## config.mk

```make
export PLATFORM = sky130hd
export DESIGN_NAME = vrd_mod_cell
export DESIGN_NICKNAME = d
export VERILOG_FILES = /design/src/rtl/core/vrd_pkg.sv /design/src/rtl/core/vrd_mod_cell.sv
export SDC_FILE = /design/constraint.sdc
export NUM_CORES = 1
export LEC_CHECK = 0
export BUFFER_PORTS_ARGS = -buffer_cell sky130_fd_sc_hd__buf_4
export CAP_MARGIN = 20
export CORE_ASPECT_RATIO = 0.9
export CORE_MARGIN = 1.5
export CORE_UTILIZATION = 25
export DETAILED_ROUTE_END_ITERATION = 12
export PLACE_DENSITY = 0.65
export SLEW_MARGIN = 20
export SYNTH_ARGS = -nofsm -noshare
export SYNTH_HDL_FRONTEND = slang
export SYNTH_SLANG_ARGS = --single-unit
```

## constraint.sdc

```tcl
create_clock -name clk -period 1.3 [get_ports clk]
set_clock_uncertainty 0.05 [all_clocks]
set_input_delay 0.39 -clock clk [delete_from_list [all_inputs] [get_ports clk]]
set_output_delay 0.39 -clock clk [all_outputs]
set_load 0.02 [all_outputs]
```

## src/rtl/core/vrd_pkg.sv

```systemverilog
package vrd_pkg;

    localparam int VEC_W       = 32;
    localparam int ANG_IN_W    = 16;
    // Offset angle: the input plus a multiple of 360, always non-negative.
    localparam int ANG_W       = 17;
    localparam int DEG_W       = 9;
    localparam int TAB_IDX_W   = 7;
    localparam int TRIG_FRAC   = 16;
    localparam int TRIG_W      = TRIG_FRAC + 2;
    localparam int PROD_W      = VEC_W + TRIG_W;
    localparam int SUM_W       = PROD_W + 1;
    localparam int RND_W       = SUM_W + 1 - TRIG_FRAC;
    localparam int MOD_CELLS   = 8;
    localparam int MATH_STAGES = 4;
    localparam int LATENCY     = MOD_CELLS + MATH_STAGES;
    localparam int DEG_FULL    = 360;

    // 92 * 360 lifts the most negative input angle above zero.
    localparam logic [ANG_W-1:0] ANG_OFFSET = ANG_W'(92 * DEG_FULL);

    localparam logic [DEG_W-1:0] DEG_90  = DEG_W'(90);
    localparam logic [DEG_W-1:0] DEG_180 = DEG_W'(180);
    localparam logic [DEG_W-1:0] DEG_270 = DEG_W'(270);
    localparam logic [DEG_W-1:0] DEG_360 = DEG_W'(DEG_FULL);

    localparam logic signed [VEC_W-1:0] SAT_MAX = {1'b0, {(VEC_W-1){1'b1}}};
    localparam logic signed [VEC_W-1:0] SAT_MIN = {1'b1, {(VEC_W-1){1'b0}}};

    localparam logic signed [SUM_W:0] ROUND_HALF = (SUM_W+1)'(64'd1 << (TRIG_FRAC - 1));

    typedef struct packed {
        logic signed [VEC_W-1:0]    vec_x;
        logic signed [VEC_W-1:0]    vec_y;
        logic signed [ANG_IN_W-1:0] angle_deg;
    } vrd_in_t;

    typedef struct packed {
        logic signed [VEC_W-1:0] rot_x;
        logic signed [VEC_W-1:0] rot_y;
        logic                    saturated;
    } vrd_out_t;

    // One word moving down the modulo chain.
    typedef struct packed {
        logic                    valid;
        logic [ANG_W-1:0]        angle;
        logic signed [VEC_W-1:0] vec_x;
        logic signed [VEC_W-1:0] vec_y;
    } vrd_word_t;

    typedef struct packed {
        logic signed [VEC_W-1:0] value;
        logic                    clip;
    } vrd_sat_t;

    // round(sin(k degrees) * 2^16) for k = 0..90.
    localparam logic [TRIG_FRAC:0] SIN_TAB [0:90] = '{
        17'd0,     17'd1144,  17'd2287,  17'd3430,  17'd4572,
        17'd5712,  17'd6850,  17'd7987,  17'd9121,  17'd10252,
        17'd11380, 17'd12505, 17'd13626, 17'd14742, 17'd15855,
        17'd16962, 17'd18064, 17'd19161, 17'd20252, 17'd21336,
        17'd22415, 17'd23486, 17'd24550, 17'd25607, 17'd26656,
        17'd27697, 17'd28729, 17'd29753, 17'd30767, 17'd31772,
        17'd32768, 17'd33754, 17'd34729, 17'd35693, 17'd36647,
        17'd37590, 17'd38521, 17'd39441, 17'd40348, 17'd41243,
        17'd42126, 17'd42995, 17'd43852, 17'd44695, 17'd45525,
        17'd46341, 17'd47143, 17'd47930, 17'd48703, 17'd49461,
        17'd50203, 17'd50931, 17'd51643, 17'd52339, 17'd53020,
        17'd53684, 17'd54332, 17'd54963, 17'd55578, 17'd56175,
        17'd56756, 17'd57319, 17'd57865, 17'd58393, 17'd58903,
        17'd59396, 17'd59870, 17'd60326, 17'd60764, 17'd61183,
        17'd61584, 17'd61966, 17'd62328, 17'd62672, 17'd62997,
        17'd63303, 17'd63589, 17'd63856, 17'd64104, 17'd64332,
        17'd64540, 17'd64729, 17'd64898, 17'd65048, 17'd65177,
        17'd65287, 17'd65376, 17'd65446, 17'd65496, 17'd65526,
        17'd65536
    };

    // Signed sine of an angle in 0..359, folded onto the first quadrant.
    function automatic logic signed [TRIG_W-1:0] sin_deg(input logic [DEG_W-1:0] a);
        logic [DEG_W-1:0]         k;
        logic                     neg;
        logic signed [TRIG_W-1:0] mag;
        if (a <= DEG_90)
        begin
            k   = a;
            neg = 1'b0;
        end
        else if (a <= DEG_180)
        begin
            k   = DEG_180 - a;
            neg = 1'b0;
        end
        else if (a <= DEG_270)
        begin
            k   = a - DEG_180;
            neg = 1'b1;
        end
        else
        begin
            k   = DEG_360 - a;
            neg = 1'b1;
        end
        mag = $signed({1'b0, SIN_TAB[k[TAB_IDX_W-1:0]]});
        return neg ? -mag : mag;
    endfunction

    function automatic logic signed [TRIG_W-1:0] cos_deg(input logic [DEG_W-1:0] a);
        logic [DEG_W-1:0] b;
        b = a + DEG_90;
        if (b >= DEG_360)
        begin
            b = b - DEG_360;
        end
        return sin_deg(b);
    endfunction

    // Round half up from Q(VEC+TRIG) to Q(VEC), then clip to the word range.
    function automatic vrd_sat_t round_sat(input logic signed [SUM_W-1:0] sum);
        logic signed [SUM_W:0]    biased;
        logic        [RND_W-1:0]  rnd;
        logic [RND_W-VEC_W:0]     hi;
        vrd_sat_t                 res;
        biased    = $signed({sum[SUM_W-1], sum}) + ROUND_HALF;
        rnd       = biased[SUM_W:TRIG_FRAC];
        hi        = rnd[RND_W-1:VEC_W-1];
        res.clip  = !((&hi) || (~|hi));
        if (res.clip)
        begin
            res.value = rnd[RND_W-1] ? SAT_MIN : SAT_MAX;
        end
        else
        begin
            res.value = $signed(rnd[VEC_W-1:0]);
        end
        return res;
    endfunction

endpackage

```

## src/rtl/core/vrd_mod_cell.sv

```systemverilog
// One cell of the modulo-360 chain: subtracts 360 * 2^SHIFT when it fits.
module vrd_mod_cell #(
    parameter int SHIFT = 0
) (
    input  logic               clk,
    input  logic               rst_n,
    input  vrd_pkg::vrd_word_t word_in,
    output vrd_pkg::vrd_word_t word_out
);

    localparam int AW = vrd_pkg::ANG_W;
    localparam logic [AW-1:0] STEP = AW'(vrd_pkg::DEG_FULL << SHIFT);

    logic                            valid_reg;
    logic [AW-1:0]                   angle_reg;
    logic [AW-1:0]                   angle_next;
    logic signed [vrd_pkg::VEC_W-1:0] x_reg;
    logic signed [vrd_pkg::VEC_W-1:0] y_reg;

    always_comb
    begin
        angle_next = (word_in.angle >= STEP) ? (word_in.angle - STEP) : word_in.angle;
    end

    always_ff @(posedge clk or negedge rst_n)
    begin
        if (!rst_n)
        begin
            valid_reg <= 1'b0;
        end
        else
        begin
            valid_reg <= word_in.valid;
        end
    end

    always_ff @(posedge clk)
    begin
        angle_reg <= angle_next;
        x_reg     <= word_in.vec_x;
        y_reg     <= word_in.vec_y;
    end

    assign word_out.valid = valid_reg;
    assign word_out.angle = angle_reg;
    assign word_out.vec_x = x_reg;
    assign word_out.vec_y = y_reg;

endmodule

```

==> results.md, run 1 <==
* Hold endpoint: y_reg[11]
* I/O pin total at 166
* Fin. max-slew vios at 0
* Vias in the first global route at 1620
* N_diodes at 0
* Clk buf depth at 2
* Share of post-route cells with drive strength above 1 at 0.706
* Worst setup path class: input port to flop
* Static leakage at 1.89 nW
* Proportion of power drawn by the clock network at 0.318
* Global-route wire length before repair at about 8000 microns
* Post-synth top area share at 0.797
* CTS tree: yes
* RSZ-0062 raised after global routing: yes
* GRT Util Overall at 0.123
* IO buf count at 165
* Initial antenna violation count at 0
* Fill cells at 722
* Dpl cells at about 420
* Largest net degree at the start of global routing at 16
* Design Area, Final at 3960 sq um
* Slew margin rel. at 0.818
* Ys Warns at 0
* Flop pwr share at 0.523
* Hold path cells at 1
* Cell taking the most area after synthesis: dfxtp_1
* Overall power at 5.18 mW
* Final setup vio count at 12
* Cell Pwr Density at 1310 nW/um^2
* Critical Path Max Stage Delay at approximately 0.52 ns
* Area grow syn2layout at 94.6%
* Initial Utilization at 0.256
* # Max-Cap Violations at 0
* Global route overflow at 0
* Fin worst setup slack at -0.296 ns
* Status: finished with violations
* CP top delay family: simple AND/OR/NAND/NOR gates
* Net Sw Frac at 0.261
* Average wire per standard cell at 12.7 microns
* Critical path peak fanout at 4
* Nets at 417
* Worst Path Required at 1.49 ns
* Worst path bufs/invs at 2
* Drt pass-1 iters at 3
* Sequential-to-total area share from yosys stat at 0.809
* Synthesized Nets at 219
* Vias at 1681
* Arrival time worst endpoint at around 1.8 ns
* Die H at 88.6 microns
* Setup TNS at -1.45 ns
* Placement Rows at 31
* Total Wirelength at approximately 5600 microns
* CTS Buf Count at 9
* Detailed Place HPWL at 4200 microns
* Top area cells in the synthesized netlist: dfxtp_1 (80%), xnor2_1 (1.7%), xor2_1 (1.7%), xnor2_2 (1.6%), or4b_4 (1.4%)
* H-Tree Depth at 3
* GP Congestion at 0.728
* Endpoint class of the critical path: flop
* DR iter-0 viols at 34
* Final std cells w/o fill at 436
* Internal at 3.83 mW
* Synth Area per Inst at 15.2 sq um
* Tcrit/Tclk final at 1.23
* P_sw at 1.35 mW
* CP Launch Point: word_in[67]
* Syn Inst Count at 134
* Die area at 8690 sq um
* Fin. Hold Viols at 0
* Vias/cell at 3.86
* Clock Pin Slew Worst Setup and Hold Paths at approximately 0.090 ns
* Sink Count at 82
* DRC viols at 0
* Cell Area, Synth at slightly above 2000 sq um
* Post-Place Cell Area at 3600 sq um
* Final core occ at 0.498
* Core box area at approximately 8000 sq um
* Hold Crit Class: input port to flop
* Worst Tran Pin Value at 0.272 ns
* CP startpoint kind: input port
* Comb pwr share at 0.159
* Seq cells post-synth at 82
* Netlist cell types at 30
* Failing checks: setup timing
* Hold Path Origin: word_in[11]
* Fmax at 626 MHz
* Die width at 98.1 microns
* Minimum clock period at about 1.6 ns
* Worst vdd ir at 0.587 mV
* Root Driver: clkbuf_8
* CP max-delay cell: or4b_4
* Final ANT Viol Nets at 0
* Cells along the critical path: buf_12 -> inv_12 -> ha_4 -> and3b_2 -> o21ai_2 -> and3_4 -> or4b_4 -> xnor2_2
==> power by group through the flow <==
stage	clock network [mW]	registers [mW]	logic [mW]
floorplan	0	2.96	0.0781
global placement	0	2.76	0.779
detailed placement	0	2.76	0.789
CTS	1.74	2.70	0.821
global route	1.86	2.72	0.872
finish	1.65	2.71	0.825
==> synth_stat cells <==
library cell  instances
buf_4                 1
and3_1                2
and3b_1               1
inv_1                 3
o31ai_1               1
dfxtp_1              81
nor3b_2               1
nor2_1                7
or4b_4                2
mux2i_1               1
or2_1                 1
nand4_1               1
ha_1                  1
and2b_1               1
xnor2_2               2
o21ai_0               3
mux2_2                1
xnor2_1               4
xor2_1                4
dfrtp_1               1
a211o_2               1
nand3_1               2
a31oi_1               1
o21ai_1               1
o21a_1                1
buf_6                 1
nor3_1                2
nor4_2                1
nand2_1               4
nor4b_2               1
==> layer usage <==
layer / vias to the layer above / share of wire / global-route usage
li1: 831 / - / -
met1: 752 / 0.39 / 0.136
met2: 91 / 0.51 / 0.208
met3: 7 / 0.096 / 0.0664
met4: 0 / 0.0095 / 0.0390
met5: - / 0 / 0
==> cell families (layout without fill, tap and decap cells) <==
group                      Yosys count  in the layout  synth area share
AOI/OAI and AO/OA                    8              8            0.0252
xor gates and xnor gates            10             10            0.0504
adders and majority gates            1              1           0.00615
buffers and inverters                5            208            0.0148
DFF                                 82             82             0.809
muxes                                2              2            0.0105
and+or+nand+nor                     26             26            0.0836
==> worst max path at each step <==
stage	slack, ns	endpoint	cells past startpoint
2_1_floorplan	-0.67	angle_reg[14]	8
3_3_place_gp	-0.72	angle_reg[14]	8
3_5_place_dp	-0.75	angle_reg[14]	8
4_1_cts	-0.26	angle_reg[12]	8
5_1_grt	-0.32	angle_reg[12]	6
6_report	-0.30	angle_reg[12]	8
==> cell type report <==
cell class	instances	area (sq um)	share of cell area
clock buffer	10	128	0.0322
multi-input combinational	47	464	0.117
sequential	82	1660	0.419
clock inverter	6	48.8	0.0123
tap	99	124	0.0313
inverter	3	31.3	0.00790
timing repair buffer	189	1500	0.380
==> placed cells by master (no fill, tap or decap), types with 3 or more instances in the layout <==
cell / count
buf_4: 171
buf_6: 15
clkbuf_8: 9
clkinvlp_4: 3
dfxtp_1: 70
dfxtp_2: 11
nor2_1: 7
xnor2_1: 4
xor2_1: 4
==> per-stage QoR <==
step | setup WS, ns | hold slack [ns]
after global routing | -0.320 | 0.0520
after CTS | -0.264 | 0.0612
after floorplan | -0.674 | 0.0444
final | -0.296 | 0.0915
after global placement | -0.722 | 0.115
after detailed placement | -0.747 | 0.116
==> timing repair <==
item                                    in CTS  in global routing
endpoints found under the setup margin      12                 29
hold buffers                                 1                  0
resized for setup                           23                 26
setup buffers                                2                  1
endpoints found under the hold margin        1                  0
pin swaps                                    8                  6
Note: power is estimated with default switching activity, not from simulation.
==> run 2: changes to the inputs <==
- CORE_UTILIZATION: 25 -> 40
- MAX_ROUTING_LAYER: unset -> met4
- PLACE_DENSITY: 0.65 -> 0.91
==> run 2 against run 1 <==
The run still ends with setup timing left. Cell area up 2.2%. Sequential share of layout area down 0.77 points. Clock-buffer cell count up 1. Highest routed layer unchanged. Cell count down 6.9%. Via count up 6.5%. Clock power up 26%.
==> results.md, run 2 (synthesis gave the netlist of run 1 again) <==
* Status: finished with violations (unchanged)
* Failing checks: setup timing (unchanged)
* Final setup vio count at 16 (was 12)
* Minimum clock period at 1.67 ns (was 1.60 ns)
* Final ANT Viol Nets at 0 (unchanged)
* Placement Rows at 24 (was 31)
* Commonest non-fill, non-tap cells in the layout: buf_4 (173), dfxtp_1 (66), buf_6 (16) (was buf_4 (171), dfxtp_1 (70), buf_6 (15))
* Static leakage at 1.96 nW (was 1.89 nW)
* Internal at 4.28 mW (was 3.83 mW)
* Vias at 1790 (was 1681)
* Proportion of power drawn by the clock network at 0.367 (was 0.318)
* # Max-Cap Violations at 0 (unchanged)
* Clock Pin Slew Worst Setup and Hold Paths at 0.09 ns (about the same)
* Fin. max-slew vios at 0 (unchanged)
* Flop pwr share at 0.480 (was 0.523)
* DRC viols at 0 (unchanged)
* Fmax at 599 MHz (was 626 MHz)
* I/O pin total at 166 (unchanged)
* GRT Util Overall at 0.277 (was 0.123)
* N_diodes at 0 (unchanged)
* Overall power at 5.68 mW (was 5.18 mW)
* Average wire per standard cell at 19.3 microns (was 12.7 microns)
* Comb pwr share at 0.153 (was 0.159)
* CP startpoint kind: input port (unchanged)
* GP Congestion at 0.786 (was 0.728)
* Fin. Hold Viols at 0 (unchanged)
* Worst vdd ir at 0.997 mV (was 0.587 mV)
* Nets at 421 (was 417)
* Die area at 5520 sq um (was 8690 sq um)
* Commonest non-fill, non-tap cell in the layout: buf_4 (unchanged)
* Worst Path Required at 1.50 ns (was 1.49 ns)
* Net Sw Frac at 0.245 (was 0.261)
* Root Driver: clkbuf_8 (unchanged)
* Worst hold slack at 0.0796 ns (was 0.0915 ns)
* Initial Utilization at 0.418 (was 0.256)
* Slew margin rel. at 0.806 (was 0.818)
* Endpoint class of the critical path: flop (unchanged)
* Setup WS pre-CTS at -0.762 ns (was -0.747 ns)
* Share of post-route cells with drive strength above 1 at 0.736 (was 0.706)
* DR iter-0 viols at 35 (was 34)
* Initial antenna violation count at 0 (unchanged)
* Cell Pwr Density at 1400 nW/um^2 (was 1310 nW/um^2)
* Area grow syn2layout at 98.8% (was 94.6%)
* RSZ-0062 raised after global routing: yes (unchanged)
* Arrival time worst endpoint at 1.87 ns (was 1.79 ns)
* Die width at 78.2 microns (was 98.1 microns)
* Critical path peak fanout at 4 (unchanged)
* Die H at 70.7 microns (was 88.6 microns)
* Vias/cell at 4.41 (was 3.86)
* Hold Crit Class: input port to flop (unchanged)
* Global route overflow at 0 (unchanged)
* Detailed Place HPWL at 5300 microns (was 4200 microns)
* Fin worst setup slack at -0.369 ns (was -0.296 ns)
* Global-route wire length before repair at 10600 microns (was 7970 microns)
* CTS Buf Count at 9 (unchanged)
* Sink Count at 82 (unchanged)
* Worst setup path class: input port to flop (unchanged)
* IO buf count at 165 (unchanged)
* CTS tree: yes (unchanged)
* Largest net degree at the start of global routing at 15 (was 16)
* Core box area at 4860 sq um (was 7950 sq um)
* Vias in the first global route at 1905 (was 1620)
* Drt pass-1 iters at 4 (was 3)
* Worst Tran Pin Value at 0.289 ns (was 0.272 ns)
* Total Wirelength at 7830 microns (was 5550 microns)
* Tcrit/Tclk final at 1.28 (was 1.23)
* Clk buf depth at 2 (unchanged)
* H-Tree Depth at 3 (unchanged)
* P_sw at 1.39 mW (was 1.35 mW)
* Final std cells w/o fill at 406 (was 436)
* Dpl cells at 384 (was 419)
-- run 2: final timing paths --
kind / startpoint / end / depth (start not counted)
max: word_in[68] / angle_reg[12] / 8
min: word_in[35] / x_reg[3] / 1
max in group asynchronous: rst_n / valid_reg / 2
min in group asynchronous: rst_n / valid_reg / 2
-- run 2: cell type report --
class / instances / area [sq um]
Clock buffer: 11 / 141
Clock inverter: 5 / 85.1
Fill cell: 245 / 820
Inverter: 3 / 36.3
Multi-Input combinational cell: 47 / 497
Sequential cell: 82 / 1670
Tap cell: 65 / 81.3
Timing Repair Buffer: 193 / 1540
-- run 2: timing repair --
action | in CTS | in global routing
hold endpoints to repair | 1 | 0
buffers inserted | 6 | 3
pin swaps | 9 | 8
hold buffers | 1 | 0
endpoints found under the setup margin | 16 | 30
gates resized for setup | 18 | 47
-- run 2: metal layers --
metal,GRT usage,share of wire,vias up
li1,-,-,841
met1,0.250,0.34,834
met2,0.487,0.55,95
met3,0.148,0.088,20
met4,0.109,0.031,0
met5,-,0,-
-- run 2: power by group through the flow --
stage | sequential [mW] | clock, mW | combinational, mW
4_1_cts | 2.72 | 2.10 | 0.827
5_1_grt | 2.74 | 2.23 | 0.900
3_5_place_dp | 2.77 | 0 | 0.796
2_1_floorplan | 2.96 | 0 | 0.0781
3_3_place_gp | 2.76 | 0 | 0.774
6_report | 2.72 | 2.08 | 0.871
-- run 2: stage by stage --
stage	area (sq um)	util	setup TNS, ns
floorplan	2090	-	-3.26
global placement	3550	0.730	-6.50
detailed placement	3550	0.730	-7.05
CTS	3890	0.799	-1.98
global route	4050	0.832	-2.30
finish	4050	0.832	-2.06
-- run 2: critical path, stage by stage --
cell and delay (ns):
buf_8 0.10, clkinv_8 0.05, ha_4 0.14, and3b_2 0.26, o21ai_2 0.07, and3_4 0.17
or4b_4 0.54, xnor2_2 0.14
==> run 3: changes to the inputs <==
--- a/config.mk
+++ b/config.mk
@@ -19 +19,2 @@
 export SYNTH_SLANG_ARGS = --single-unit
+export TNS_END_PERCENT = 20
==> constraint.sdc (replaced) <==
create_clock -name clk -period 1.3 [get_ports clk]
set_clock_uncertainty 0.05 [all_clocks]
set_input_delay 0.26 -clock clk [delete_from_list [all_inputs] [get_ports clk]]
set_output_delay 0.26 -clock clk [all_outputs]
set_load 0.02 [all_outputs]
==> run 3 against run 2 <==
The flow still finishes with violations (setup timing). Routed wire length grew 56%. Total power fell by 1.5%. Global-route usage grew 14 points. Clock-buffer cell count shrank 2. First-iteration DRC count grew to 7.5 times the previous value. Fmax increased by 0.25%. Worst hold slack improved by 0.057 ns. Via count up 35%. Core utilization is 10 points higher. Clock power is 16% lower. Non-clock buffer count up 65. Die area stayed put. Largest cell class is now non-clock buffers.
==> results.md, run 3 (synthesis gave the netlist of run 1 again) <==
* CTS Buf Count at 9 (unchanged)
* Arrival time worst endpoint at 1.86 ns (was 1.87 ns)
* Setup TNS at -2.08 ns (was -2.06 ns)
* Fin worst setup slack at -0.364 ns (was -0.369 ns)
* Commonest non-fill, non-tap cell in the layout: buf_4 (unchanged)
* Endpoint class of the critical path: flop (unchanged)
* Average wire per standard cell at 25.9 microns (was 19.3 microns)
* Worst Tran Pin Value at 0.351 ns (was 0.289 ns)
* Worst Path Required at 1.49 ns (was 1.50 ns)
* Final ANT Viol Nets at 0 (unchanged)
* Fmax at 601 MHz (was 599 MHz)
* Total Wirelength at 12200 microns (was 7830 microns)
* Root Driver: clkbuf_8 (unchanged)
* Fin. Hold Viols at 0 (unchanged)
* # Max-Cap Violations at 0 (unchanged)
* Die width at 78.2 microns (unchanged)
* Overall power at 5.59 mW (was 5.68 mW)
* Internal at 3.96 mW (was 4.28 mW)
* GRT Util Overall at 0.417 (was 0.277)
* Hold Crit Class: input port to async pin (was input port to flop)
* Clk buf depth at 2 (unchanged)
* Clock Pin Slew Worst Setup and Hold Paths at 0.09 ns (about the same)
* Share of post-route cells with drive strength above 1 at 0.562 (was 0.736)
* Die area at 5520 sq um (unchanged)
* Minimum clock period at 1.66 ns (was 1.67 ns)
* Comb pwr share at 0.197 (was 0.153)
* Failing checks: setup timing (unchanged)
* P_sw at 1.63 mW (was 1.39 mW)
* I/O pin total at 166 (unchanged)
* Nets at 486 (was 421)
* Core box area at 4860 sq um (unchanged)
* Fill cells at 152 (was 245)
* Commonest non-fill, non-tap cells in the layout: buf_4 (185), dfxtp_1 (81), dlygate4sd3_1 (69) (was buf_4 (173), dfxtp_1 (66), buf_6 (16))
* Vias in the first global route at 2484 (was 1905)
* Critical path peak fanout at 3 (was 4)
* Area occupied by multi-input gates at 460 sq um (was 497 sq um)
* Critical Path Max Stage Delay at 0.56 ns (was 0.54 ns)
* Global-route wire length before repair at 15900 microns (was 10600 microns)
* RSZ-0062 raised after global routing: yes (unchanged)
* Sink Count at 82 (unchanged)
* CTS tree: yes (unchanged)
* Worst vdd ir at 0.903 mV (was 0.997 mV)
* Largest net degree at the start of global routing at 16 (was 15)
* Static leakage at 2.15 nW (was 1.96 nW)
* Global route overflow at 0 (unchanged)
* Detailed Place HPWL at 5160 microns (was 5300 microns)
* Proportion of power drawn by the clock network at 0.314 (was 0.367)
* Tcrit/Tclk final at 1.28 (about the same)
* Net Sw Frac at 0.292 (was 0.245)
* H-Tree Depth at 3 (unchanged)
* CP max-delay cell: or4b_4 (unchanged)
* Initial antenna violation count at 1 (was 0)
* Slew margin rel. at 0.764 (was 0.806)
* Cell Pwr Density at 1230 nW/um^2 (was 1400 nW/um^2)
* Initial Utilization at 0.418 (unchanged)
* Status: finished with violations (unchanged)
* DRC viols at 0 (unchanged)
* Vias at 2420 (was 1790)
* Fin. max-slew vios at 0 (unchanged)
* DR iter-0 viols at 263 (was 35)
* Placement Rows at 24 (unchanged)
* Drt pass-1 iters at 6 (was 4)
* Worst setup path class: input port to flop (unchanged)
* Final core occ at 0.932 (was 0.832)
* Vias/cell at 5.13 (was 4.41)
* IO buf count at 165 (unchanged)
* Dpl cells at 383 (was 384)
* CP startpoint kind: input port (unchanged)
* Cells along the critical path: buf_8 -> nor4b_4 -> nand4_1 -> and3_4 -> or4b_4 -> xnor2_4 (was buf_8 -> clkinv_8 -> ha_4 -> and3b_2 -> o21ai_2 -> and3_4 -> or4b_4 -> xnor2_2)
* Flop pwr share at 0.489 (was 0.480)
* Area grow syn2layout at 123% (was 98.8%)
* FF+latch area at 1650 sq um (was 1670 sq um)
* Final setup vio count at 11 (was 16)
* GP Congestion at 0.848 (was 0.786)
* Die H at 70.7 microns (unchanged)
* Final std cells w/o fill at 472 (was 406)
-- run 3: worst max path at each step --
stage          slack (ns)            end        start
2_1_floorplan       -0.54  angle_reg[14]  word_in[67]
5_1_grt             -0.38  angle_reg[12]  word_in[65]
3_5_place_dp        -0.63  angle_reg[14]  word_in[65]
6_report            -0.36  angle_reg[12]  word_in[65]
4_1_cts             -0.21  angle_reg[12]  word_in[66]
3_3_place_gp        -0.59  angle_reg[14]  word_in[67]
-- run 3: repair_timing --
action                                  4_1_cts  5_1_grt
hold buffers                                 69        0
pin swaps                                    11        8
endpoints found under the hold margin        69        0
endpoints found under the setup margin        9       14
buffers inserted                              2        1
resized for setup                            11       12
-- run 3: final cells by class --
cell class,count,share of cell area
clock buffers,9,0.0273
multi-input cells,47,0.102
clock inverters,7,0.0116
inverters,3,0.00690
repair buffers,258,0.471
diodes,1,0.000552
flip-flops and latches,82,0.363
well taps,65,0.0179
-- run 3: per-stage QoR --
stage | hold WS [ns] | instance area, sq um | setup slack (ns)
final | 0.137 | 4530 | -0.364
after global routing | 0.124 | 4530 | -0.384
after CTS | 0.0609 | 4470 | -0.205
after detailed placement | -0.00886 | 3530 | -0.632
after global placement | -0.0152 | 3530 | -0.591
after floorplan | -0.0856 | 2070 | -0.545
-- run 3: worst max-delay path: cells and delay by family --
family / cells / cell delay, ns
AND/OR/NAND/NOR: 4 / 1.34
XOR/XNOR: 1 / 0.16
buffers and inverters: 1 / 0.10
-- run 3: metal layers --
layer  up-vias  global-route usage  wire length [microns]
li1        969                   -                      -
met1      1134               0.466                   4190
met2       239               0.686                   5940
met3        78               0.146                   1290
met4         0               0.165                    831
met5         -                   -                      0
-- run 3: power by group through the flow --
stage          combinational (mW)  sequential, mW  clock, mW
2_1_floorplan              0.0766            2.96          0
3_3_place_gp                0.768            2.76          0
3_5_place_dp                0.790            2.76          0
4_1_cts                     0.989            2.71       1.67
5_1_grt                      1.12            2.74       1.85
6_report                     1.10            2.73       1.75
